File: src/design/lbsc_pkg.sv
// Shared constants, codes and types for the LRU bank slot cache.
package lbsc_pkg;

    localparam int NUM_SLOTS  = 8;
    localparam int SLOT_IDX_W = (NUM_SLOTS > 1) ? $clog2(NUM_SLOTS) : 1;

    localparam int MODE_W   = 2;
    localparam int BANK_W   = 8;
    localparam int BYTES_W  = 16;
    localparam int STAMP_W  = 32;
    localparam int SLOT_W   = 3;
    localparam int OFFSET_W = 23;
    localparam int PROD_W   = BANK_W + BYTES_W;

    localparam logic [BANK_W-1:0]   EMPTY_TAG        = 8'hFF;
    localparam logic [BYTES_W-1:0]  BANK_BYTES_RESET = 16'd8192;
    localparam logic [OFFSET_W-1:0] OFFSET_MAX       = 23'h7FFFFF;

    typedef enum logic [MODE_W-1:0] {
        MODE_LOOKUP = 2'd0,
        MODE_CLEAR  = 2'd1,
        MODE_QUERY  = 2'd2,
        MODE_UNUSED = 2'd3
    } mode_t;

    typedef logic [SLOT_IDX_W-1:0] slot_idx_t;

    // search token walking down the cell chain
    typedef struct packed {
        logic                 valid;
        logic [BANK_W-1:0]    bank;
        logic                 found;
        slot_idx_t            found_idx;
        logic                 min_valid;
        logic [STAMP_W-1:0]   min_stamp;
        slot_idx_t            min_idx;
    } pkt_t;

    // write broadcast to all cells
    typedef struct packed {
        logic                 clr;
        logic                 wr;
        slot_idx_t            idx;
        logic [BANK_W-1:0]    tag;
        logic [STAMP_W-1:0]   stamp;
    } upd_t;

endpackage

File: src/design/lbsc_cell.sv
// One slot of the cache: holds tag and stamp, advances the search token by one cell.
module lbsc_cell (
    input  logic                          aclk,
    input  logic                          aresetn,
    input  lbsc_pkg::slot_idx_t           cell_idx,
    input  lbsc_pkg::pkt_t                pkt_in,
    input  lbsc_pkg::upd_t                upd,
    output lbsc_pkg::pkt_t                pkt_out,
    output logic [lbsc_pkg::BANK_W-1:0]   tag
);
    import lbsc_pkg::*;

    logic [BANK_W-1:0]  tag_reg,   tag_next;
    logic [STAMP_W-1:0] stamp_reg, stamp_next;
    pkt_t               pkt_reg,   pkt_next;

    always_comb begin
        pkt_next = pkt_in;
        if (pkt_in.valid) begin
            if (!pkt_in.found && (tag_reg == pkt_in.bank)) begin
                pkt_next.found     = 1'b1;
                pkt_next.found_idx = cell_idx;
            end
            // strict less-than keeps the lowest index on ties
            if (!pkt_in.min_valid || (stamp_reg < pkt_in.min_stamp)) begin
                pkt_next.min_valid = 1'b1;
                pkt_next.min_stamp = stamp_reg;
                pkt_next.min_idx   = cell_idx;
            end
        end
    end

    always_comb begin
        tag_next   = tag_reg;
        stamp_next = stamp_reg;
        if (upd.clr) begin
            tag_next   = EMPTY_TAG;
            stamp_next = '0;
        end else if (upd.wr && (upd.idx == cell_idx)) begin
            tag_next   = upd.tag;
            stamp_next = upd.stamp;
        end
    end

    always_ff @(posedge aclk) begin
        if (!aresetn) begin
            tag_reg   <= EMPTY_TAG;
            stamp_reg <= '0;
            pkt_reg   <= '0;
        end else begin
            tag_reg   <= tag_next;
            stamp_reg <= stamp_next;
            pkt_reg   <= pkt_next;
        end
    end

    assign pkt_out = pkt_reg;
    assign tag     = tag_reg;

endmodule

File: src/design/lru_bank_slot_cache.sv
// Top level of the LRU bank slot cache: control, cell chain and result register.
//
// Input channel s_*: one transaction per request (mode, bank_number, rom_kind,
// slot_query). Output channel m_*: exactly one result transaction per request.
// Config: cfg_wr_en/cfg_wr_data write the bank size at any idle clock edge.
// Lookup: the search token walks the NUM_SLOTS cells, one per cycle, then the
// chosen slot is retagged and stamped. Its result is registered in the
// control block first, then moved into the output register.
// Invalidate, query and the unused mode register their result at acceptance.
// One request is in flight at a time; s_ready rises again in the cycle the
// result is moved into the output register, so the next request overlaps a
// result still waiting for m_ready.
// A lookup holds off the next request while its token walks the cell chain,
// and any output stall holds off the next request too.
// Reset (aresetn low, synchronous): all tags empty (0xFF), stamps and tick
// zero, bank size 8192, no result pending.
// A stalled receiver holds the result in m_*; a further result waits in the
// control block and no new request is taken until the output register frees.
module lru_bank_slot_cache (
    input  logic                               aclk,
    input  logic                               aresetn,
    input  logic                               cfg_wr_en,
    input  logic [lbsc_pkg::BYTES_W-1:0]       cfg_wr_data,
    input  logic                               s_valid,
    output logic                               s_ready,
    input  logic [lbsc_pkg::MODE_W-1:0]        s_mode,
    input  logic [lbsc_pkg::BANK_W-1:0]        s_bank_number,
    input  logic                               s_rom_kind,
    input  logic [lbsc_pkg::SLOT_W-1:0]        s_slot_query,
    output logic                               m_valid,
    input  logic                               m_ready,
    output logic [lbsc_pkg::SLOT_W-1:0]        m_slot,
    output logic                               m_hit,
    output logic                               m_load_needed,
    output logic                               m_load_kind,
    output logic [lbsc_pkg::OFFSET_W-1:0]      m_load_offset,
    output logic [lbsc_pkg::BANK_W-1:0]        m_stored_bank
);
    import lbsc_pkg::*;

    typedef enum logic [1:0] {
        ST_IDLE,
        ST_SEARCH,
        ST_RESULT
    } state_t;

    state_t              state_reg,       state_next;
    logic [STAMP_W-1:0]  tick_reg,        tick_next;
    logic [BYTES_W-1:0]  bank_bytes_reg,  bank_bytes_next;
    pkt_t                inj_reg,         inj_next;
    logic [BANK_W-1:0]   bank_reg,        bank_next;
    logic                kind_reg,        kind_next;
    logic [PROD_W-1:0]   prod_reg,        prod_next;

    logic [SLOT_W-1:0]   res_slot_reg,    res_slot_next;
    logic                res_hit_reg,     res_hit_next;
    logic                res_load_reg,    res_load_next;
    logic                res_kind_reg,    res_kind_next;
    logic [OFFSET_W-1:0] res_offset_reg,  res_offset_next;
    logic [BANK_W-1:0]   res_stored_reg,  res_stored_next;

    logic                m_valid_reg,     m_valid_next;
    logic [SLOT_W-1:0]   m_slot_reg,      m_slot_next;
    logic                m_hit_reg,       m_hit_next;
    logic                m_load_reg,      m_load_next;
    logic                m_kind_reg,      m_kind_next;
    logic [OFFSET_W-1:0] m_offset_reg,    m_offset_next;
    logic [BANK_W-1:0]   m_stored_reg,    m_stored_next;

    pkt_t                chain [NUM_SLOTS+1];
    logic [BANK_W-1:0]   tags  [NUM_SLOTS];
    upd_t                upd;
    pkt_t                done_pkt;
    slot_idx_t           pick_idx;
    logic                accept;

    assign chain[0] = inj_reg;
    assign done_pkt = chain[NUM_SLOTS];

    for (genvar i = 0; i < NUM_SLOTS; i++) begin : g_cell
        lbsc_cell u_cell (
            .aclk     (aclk),
            .aresetn  (aresetn),
            .cell_idx (SLOT_IDX_W'(i)),
            .pkt_in   (chain[i]),
            .upd      (upd),
            .pkt_out  (chain[i+1]),
            .tag      (tags[i])
        );
    end

    assign s_ready  = (state_reg == ST_IDLE);
    assign accept   = s_valid && s_ready;
    assign pick_idx = done_pkt.found ? done_pkt.found_idx : done_pkt.min_idx;

    always_comb begin
        state_next      = state_reg;
        tick_next       = tick_reg;
        bank_bytes_next = bank_bytes_reg;
        inj_next        = '0;
        bank_next       = bank_reg;
        kind_next       = kind_reg;
        prod_next       = prod_reg;
        res_slot_next   = res_slot_reg;
        res_hit_next    = res_hit_reg;
        res_load_next   = res_load_reg;
        res_kind_next   = res_kind_reg;
        res_offset_next = res_offset_reg;
        res_stored_next = res_stored_reg;
        m_valid_next    = m_valid_reg;
        m_slot_next     = m_slot_reg;
        m_hit_next      = m_hit_reg;
        m_load_next     = m_load_reg;
        m_kind_next     = m_kind_reg;
        m_offset_next   = m_offset_reg;
        m_stored_next   = m_stored_reg;
        upd             = '0;

        if (cfg_wr_en) begin
            bank_bytes_next = cfg_wr_data;
        end

        if (m_valid_reg && m_ready) begin
            m_valid_next = 1'b0;
        end

        unique case (state_reg)
            ST_IDLE: begin
                if (accept) begin
                    res_slot_next   = '0;
                    res_hit_next    = 1'b0;
                    res_load_next   = 1'b0;
                    res_kind_next   = 1'b0;
                    res_offset_next = '0;
                    res_stored_next = '0;
                    state_next      = ST_RESULT;
                    unique case (mode_t'(s_mode))
                        MODE_LOOKUP: begin
                            tick_next      = tick_reg + 1'b1;
                            inj_next.valid = 1'b1;
                            inj_next.bank  = s_bank_number;
                            bank_next      = s_bank_number;
                            kind_next      = s_rom_kind;
                            prod_next      = PROD_W'(s_bank_number) * PROD_W'(bank_bytes_reg);
                            state_next     = ST_SEARCH;
                        end
                        MODE_CLEAR: begin
                            upd.clr   = 1'b1;
                            tick_next = '0;
                        end
                        MODE_QUERY: begin
                            if (32'(s_slot_query) < NUM_SLOTS) begin
                                res_stored_next = tags[SLOT_IDX_W'(s_slot_query)];
                            end
                        end
                        MODE_UNUSED: begin
                        end
                        default: begin
                        end
                    endcase
                end
            end
            ST_SEARCH: begin
                if (done_pkt.valid) begin
                    upd.wr        = 1'b1;
                    upd.idx       = pick_idx;
                    upd.tag       = bank_reg;
                    upd.stamp     = tick_reg;
                    res_slot_next = SLOT_W'(pick_idx);
                    res_hit_next  = done_pkt.found;
                    res_load_next = !done_pkt.found;
                    res_kind_next = done_pkt.found ? 1'b0 : kind_reg;
                    if (done_pkt.found) begin
                        res_offset_next = '0;
                    end else if (prod_reg > PROD_W'(OFFSET_MAX)) begin
                        res_offset_next = OFFSET_MAX;
                    end else begin
                        res_offset_next = prod_reg[OFFSET_W-1:0];
                    end
                    res_stored_next = '0;
                    state_next      = ST_RESULT;
                end
            end
            ST_RESULT: begin
                if (!m_valid_reg || m_ready) begin
                    m_valid_next  = 1'b1;
                    m_slot_next   = res_slot_reg;
                    m_hit_next    = res_hit_reg;
                    m_load_next   = res_load_reg;
                    m_kind_next   = res_kind_reg;
                    m_offset_next = res_offset_reg;
                    m_stored_next = res_stored_reg;
                    state_next    = ST_IDLE;
                end
            end
            default: begin
                state_next = ST_IDLE;
            end
        endcase
    end

    always_ff @(posedge aclk) begin
        if (!aresetn) begin
            state_reg      <= ST_IDLE;
            tick_reg       <= '0;
            bank_bytes_reg <= BANK_BYTES_RESET;
            inj_reg        <= '0;
            m_valid_reg    <= 1'b0;
        end else begin
            state_reg      <= state_next;
            tick_reg       <= tick_next;
            bank_bytes_reg <= bank_bytes_next;
            inj_reg        <= inj_next;
            m_valid_reg    <= m_valid_next;
        end
        bank_reg       <= bank_next;
        kind_reg       <= kind_next;
        prod_reg       <= prod_next;
        res_slot_reg   <= res_slot_next;
        res_hit_reg    <= res_hit_next;
        res_load_reg   <= res_load_next;
        res_kind_reg   <= res_kind_next;
        res_offset_reg <= res_offset_next;
        res_stored_reg <= res_stored_next;
        m_slot_reg     <= m_slot_next;
        m_hit_reg      <= m_hit_next;
        m_load_reg     <= m_load_next;
        m_kind_reg     <= m_kind_next;
        m_offset_reg   <= m_offset_next;
        m_stored_reg   <= m_stored_next;
    end

    assign m_valid       = m_valid_reg;
    assign m_slot        = m_slot_reg;
    assign m_hit         = m_hit_reg;
    assign m_load_needed = m_load_reg;
    assign m_load_kind   = m_kind_reg;
    assign m_load_offset = m_offset_reg;
    assign m_stored_bank = m_stored_reg;

endmodule

File: config.mk
export PLATFORM = sky130hd
export DESIGN_NAME = lru_bank_slot_cache
export DESIGN_NICKNAME = d
export VERILOG_FILES = /design/src/design/lbsc_pkg.sv /design/src/design/lbsc_cell.sv /design/src/design/lru_bank_slot_cache.sv
export SDC_FILE = /design/constraint.sdc
export NUM_CORES = 2
export LEC_CHECK = 0
export ABC_CLOCK_PERIOD_IN_PS = 5800
export BUFFER_PORTS_ARGS = -buffer_cell sky130_fd_sc_hd__buf_2
export CORE_MARGIN = 8
export CORE_UTILIZATION = 45
export DETAILED_ROUTE_END_ITERATION = 8
export PLACE_DENSITY = 0.6
export SLEW_MARGIN = 20
export SYNTH_ARGS = -nofsm -noshare
export SYNTH_HDL_FRONTEND = slang
export SYNTH_HIERARCHICAL = 1
export SYNTH_SLANG_ARGS = --single-unit
File: constraint.sdc
create_clock -name aclk -period 5.8 [get_ports aclk]
set_input_delay 0 -clock aclk [delete_from_list [all_inputs] [get_ports aclk]]
set_output_delay 0 -clock aclk [all_outputs]
set_load 0.005 [all_outputs]
# Yosys cells after proc, flatten, opt, wreduce, memory -nomap -nowiden
# Index checks and enable logic that the tools add are counted.
[word_totals] ff_bits=878 in_bits=35 output_inout_bits=39 elab_cells=252
[op_classes] add_sub_neg=1 multipliers=1 magnitude_cmp=10 n_eq_ne=22 mux=63 bitwise_logic=2 n_reduce_logical=58
[op_table] cell="40-bit two-way mux" n=8
[op_table] cell="36-bit two-way mux" n=8
[op_table] cell="32-bit < comparator" n=8
[op_table] cell="23-bit two-way mux" n=4
[op_table] cell="44-bit two-way mux" n=2
[op_table] cell="8-bit == test" n=8
[op_table] cell="32-bit case mux with 2 select lines" n=1
[op_table] cell="23-bit case mux with 2 select lines" n=1
[op_table] cell="8-bit two-way mux" n=5
[op_table] cell="32-bit by 1-bit adder with 32-bit output, second input constant" n=1
[op_table] cell="4-bit two-way mux" n=8
[op_table] cell="8-bit binary-select mux with 3-bit select" n=1
[op_table] cell="24-bit by 23-bit greater-than comparator with 1-bit output, second input constant" n=1
[op_table] cell="8-bit by 16-bit multiplier with 24-bit output" n=1
[op_table] cell="1-bit logical AND" n=18
[op_table] cell="1-bit logical NOT" n=18
[op_table] cell="8-bit case mux with 2 select lines" n=1
[op_table] cell="3-bit AND reduction" n=5
[op_table] cell="3-bit == test, second input constant" n=4
[op_table] cell="1-bit two-way mux" n=11
[op_table] cell="1-bit logical OR" n=9
[op_table] cell="3-bit two-way mux" n=3
[op_table] cell="9-bit two-way mux" n=1
[op_table] cell="2-bit two-way mux" n=4
[op_table] cell="18 further kinds" n=26

# Longest topological paths before layout
[logic_depth] word_depth=7 depth_mapped=18 mapped_depth_nobuf=16

# Modules after synthesis
# Netlist, hierarchy kept.
[modules_own_cells] mod="lbsc_cell" instances=8 cells_each=490 area_per_inst_um2=4113.9 seq_area_each_um2=1781.7
[modules_own_cells] mod="lru_bank_slot_cache" instances=1 cells_each=994 area_per_inst_um2=10901.7 seq_area_each_um2=4414.2

# Worst setup path after synthesis
# OpenSTA, ideal clock, no wires.
[synth_timing] kind="flip-flop to flip-flop" from="reg bank_bytes_reg[3]" to="reg prod_reg[22], data pin" setup_time_ns=0.180 t_arrival_ns=4.356 t_required_ns=5.620 setup_slack_ns=1.264 stages_incl_launch_ff=16 path_buffers=1 period_less_slack_ns=4.536 cell_sequence="dfxtp_1 > and2_1 > fa_1 > fa_1 > fa_1 > inv_1 > fa_1 > inv_1 > ha_1 > clkbuf_1 > and3_1 > a221o_1 > nor3_1 > a21oi_1 > or2_2 > a221oi_1"
[synth_between] elab_chain_len=1
[synth_lines] item="from (decl)" line_no="lru_bank_slot_cache.sv:49" source="logic [BYTES_W-1:0] bank_bytes_reg, bank_bytes_next;"
[synth_lines] item="from (signal assigned)" line_no="lru_bank_slot_cache.sv:212" source="bank_bytes_reg <= bank_bytes_next;"
[synth_lines] item="8-bit by 16-bit multiplier with 24-bit output" line_no="lru_bank_slot_cache.sv:144" source="prod_next = PROD_W'(s_bank_number) * PROD_W'(bank_bytes_reg);"
[synth_lines] item="to (signal assigned)" line_no="lru_bank_slot_cache.sv:218" source="prod_reg <= prod_next;"
[synth_lines] item="to (decl)" line_no="lru_bank_slot_cache.sv:53" source="logic [PROD_W-1:0] prod_reg, prod_next;"
# No other way between the ends.
# A chain may end at the register's enable or synchronous reset.

# Final worst setup path
[layout_timing] from="reg bank_bytes_reg[10]" to="reg prod_reg[21], data pin"
# Same word-level chain as after synthesis.

==> out/summary.txt <==
Status = finished clean
Worst-Margin Slew = 1070 ps
Crit path max-delay family = adder cells
Fill count = 8681
Final min period = 4920 ps
Setup-failing EPs final = 0
Pint = 10.0 mW
Clock Path Buffers = 3
Antenna violations before repair = 0
Crit Reg-Reg Startpoint = bank_bytes_reg[10]$_SDFFE_PN0P_
Row Count = 112
Crit path launch type = register
Power Total = 13.2 mW
Final core utilization = 51.2%
Kind of critical path = reg -> reg
Skew final = 37.2 ps
Mapped cell area = 42300 um^2
Initial Util = 45.4%
Share of layout cells above drive strength 1 = 6.28%
Routed Antenna Nets = 0
Yosys Warn Count = 6
All-Layer GR Usage = 19.9%
Psw = 3.16 mW
Sequential share of power = 46.2%
GRT overflow = 0
First-pass GRT wire length = 167000 um
# DRC = 0
R2r setup slk = 880 ps
Total wire length = 104000 um
Post-Place Cells = 6036
Crit path DAT = 5280 ps
Req. time, crit path = 6160 ps
Layout area overhead = 12.8%
Pwr dens = 276 nW/um^2
Rel. slew slack = 28.2%
CTS tree = built
CTS clk-pin slew, worst paths = 70 ps
Final Non-Filler Cells = 6268
Max_cap viols = 0
DIE WIDTH = 323 um
First-pass DRT Iterations = 6
Max incr delay on CP = 560 ps
Final Hold Vio Count = 0
Mean Syn Cell Area = 8.89 um^2
Clock Latency Late Sink = 650 ps
Max-slew violations = 0
Largest net degree at the start of global routing = 174
Hold Crit Start = s_rom_kind
Combinational power share = 8.6%
Critical-path cell list = nand2_1 -> fa_1 -> inv_1 -> fa_1 -> fa_1 -> inv_1 -> fa_1 -> inv_1 -> ha_1 -> a21oi_1 -> nand3b_1 -> a211oi_1 -> a2111oi_0 -> o41ai_1 -> xor2_1
Finished Cell Area = 47700 um^2
Overall via count from detail_route = 31265
Worst Path Buf+Inv = 3
Worst Path Max Fanout = 9
Worst Setup End Kind = register
CP max-delay cell = fa_1
Dpl hpwl = 73800 um
I/O Buffers = 73
Die area = 104000 um^2
Clock share of power = 45.2%
Worst vdd ir = 0.201 mV
TritonCTS Buffers = 90
Chip Height = 323 um
Final GP Congestion = 0.829
Sink Count = 838
Root Buffer = clkbuf_16
Final net count = 5353
Worst hold path type = in -> reg
I/O pin count = 74
Core Area = 93200 um^2
Max FFs per register = 351
Switching Share = 24.0%
Drt initial violations = 2093
Hold EP = kind_reg$_DFFE_PP_
Static Leak = 18.3 nW
Syn Inst Count = 4760
Hold path cells = 2
Vias in the first global route = 30395
Placed cell area = 43900 um^2
Vias per cell = 4.99
Setup TNS = 0 ps
Unrepaired setup endpoints after global routing = no
Fin crit share = 84.9%
Fmax = 203 MHz
Most used cell, CP = fa_1
Reg2reg path depth = 15
Reg2reg end = prod_reg[21]$_DFFE_PP_
H-Tree Depth = 3
Post-DR wirelength/cell = 16.7 um
## cell type report
| type | count | area [um^2] | area share [%] |
|---|---|---|---|
| Sequential cell | 838 | 17800 | 37.4 |
| Clock buffer | 135 | 2760 | 5.78 |
| Inverter | 358 | 1340 | 2.82 |
| Clock inverter | 29 | 347 | 0.727 |
| Multi-Input combinational cell | 3468 | 22400 | 47.0 |
| Timing Repair Buffer | 185 | 1400 | 2.93 |
| Tap cell | 1254 | 1570 | 3.29 |
| Antenna cell | 1 | 2.50 | 0.00525 |
## worst max-delay path by stage
stage	slack [ps]	to	cells past startpoint	startpoint
2_1_floorplan	1260	prod_reg[22]$_DFFE_PP_	15	bank_bytes_reg[3]$_SDFFE_PN0P_
3_3_place_gp	930	prod_reg[21]$_DFFE_PP_	15	bank_bytes_reg[10]$_SDFFE_PN0P_
3_5_place_dp	890	prod_reg[22]$_DFFE_PP_	14	bank_bytes_reg[4]$_SDFFE_PN0P_
4_1_cts	850	prod_reg[22]$_DFFE_PP_	14	bank_bytes_reg[4]$_SDFFE_PN0P_
5_1_grt	630	prod_reg[21]$_DFFE_PP_	13	bank_bytes_reg[6]$_SDFFE_PN0P_
6_report	880	prod_reg[21]$_DFFE_PP_	15	bank_bytes_reg[10]$_SDFFE_PN0P_
## power by group through the flow
stage	Clock (mW)	Combinational [mW]	Sequential, mW
after detailed placement	0	1.10	6.21
after CTS	6.08	1.15	6.09
after global placement	0	1.10	6.21
final	5.95	1.13	6.09
after floorplan	0	0.809	6.19
after global routing	6.31	1.29	6.10
## cells in the final DEF (no fill, tap or decap), types with 67 or more instances in the layout
cell type	n
ha_1	293
edfxtp_1	107
clkbuf_16	95
nand3_1	111
dfxtp_1	731
xnor2_1	103
fa_1	84
conb_1	147
and2_1	213
inv_1	358
a21oi_1	366
nand2_1	1297
nor2_1	99
dlygate4sd3_1	67
mux2i_1	300
buf_2	72
## per-layer routing
metal,routed length (um),part of all wire (%),up-vias,GRT usage (%)
met2,49100,47,673,33.8
li1,-,-,15848,-
met3,4920,4.7,183,2.89
met5,0,0,-,0
met1,46700,45,14561,25.9
met4,3700,3.5,0,6.74
## per-stage QoR
step                      hold WS, ps  setup slack (ps)
after global placement            213               928
after detailed placement          217               890
after global routing             99.1               627
after CTS                        78.2               853
after floorplan                  98.9              1260
final                             122               877
## timing repair
action	in CTS	in global routing
setup buffers	0	0
setup endpoints to repair	0	0
hold buffers	67	0
endpoints found under the hold margin	126	0
resized for setup	0	0
Note: power is estimated with default switching activity, not from simulation.
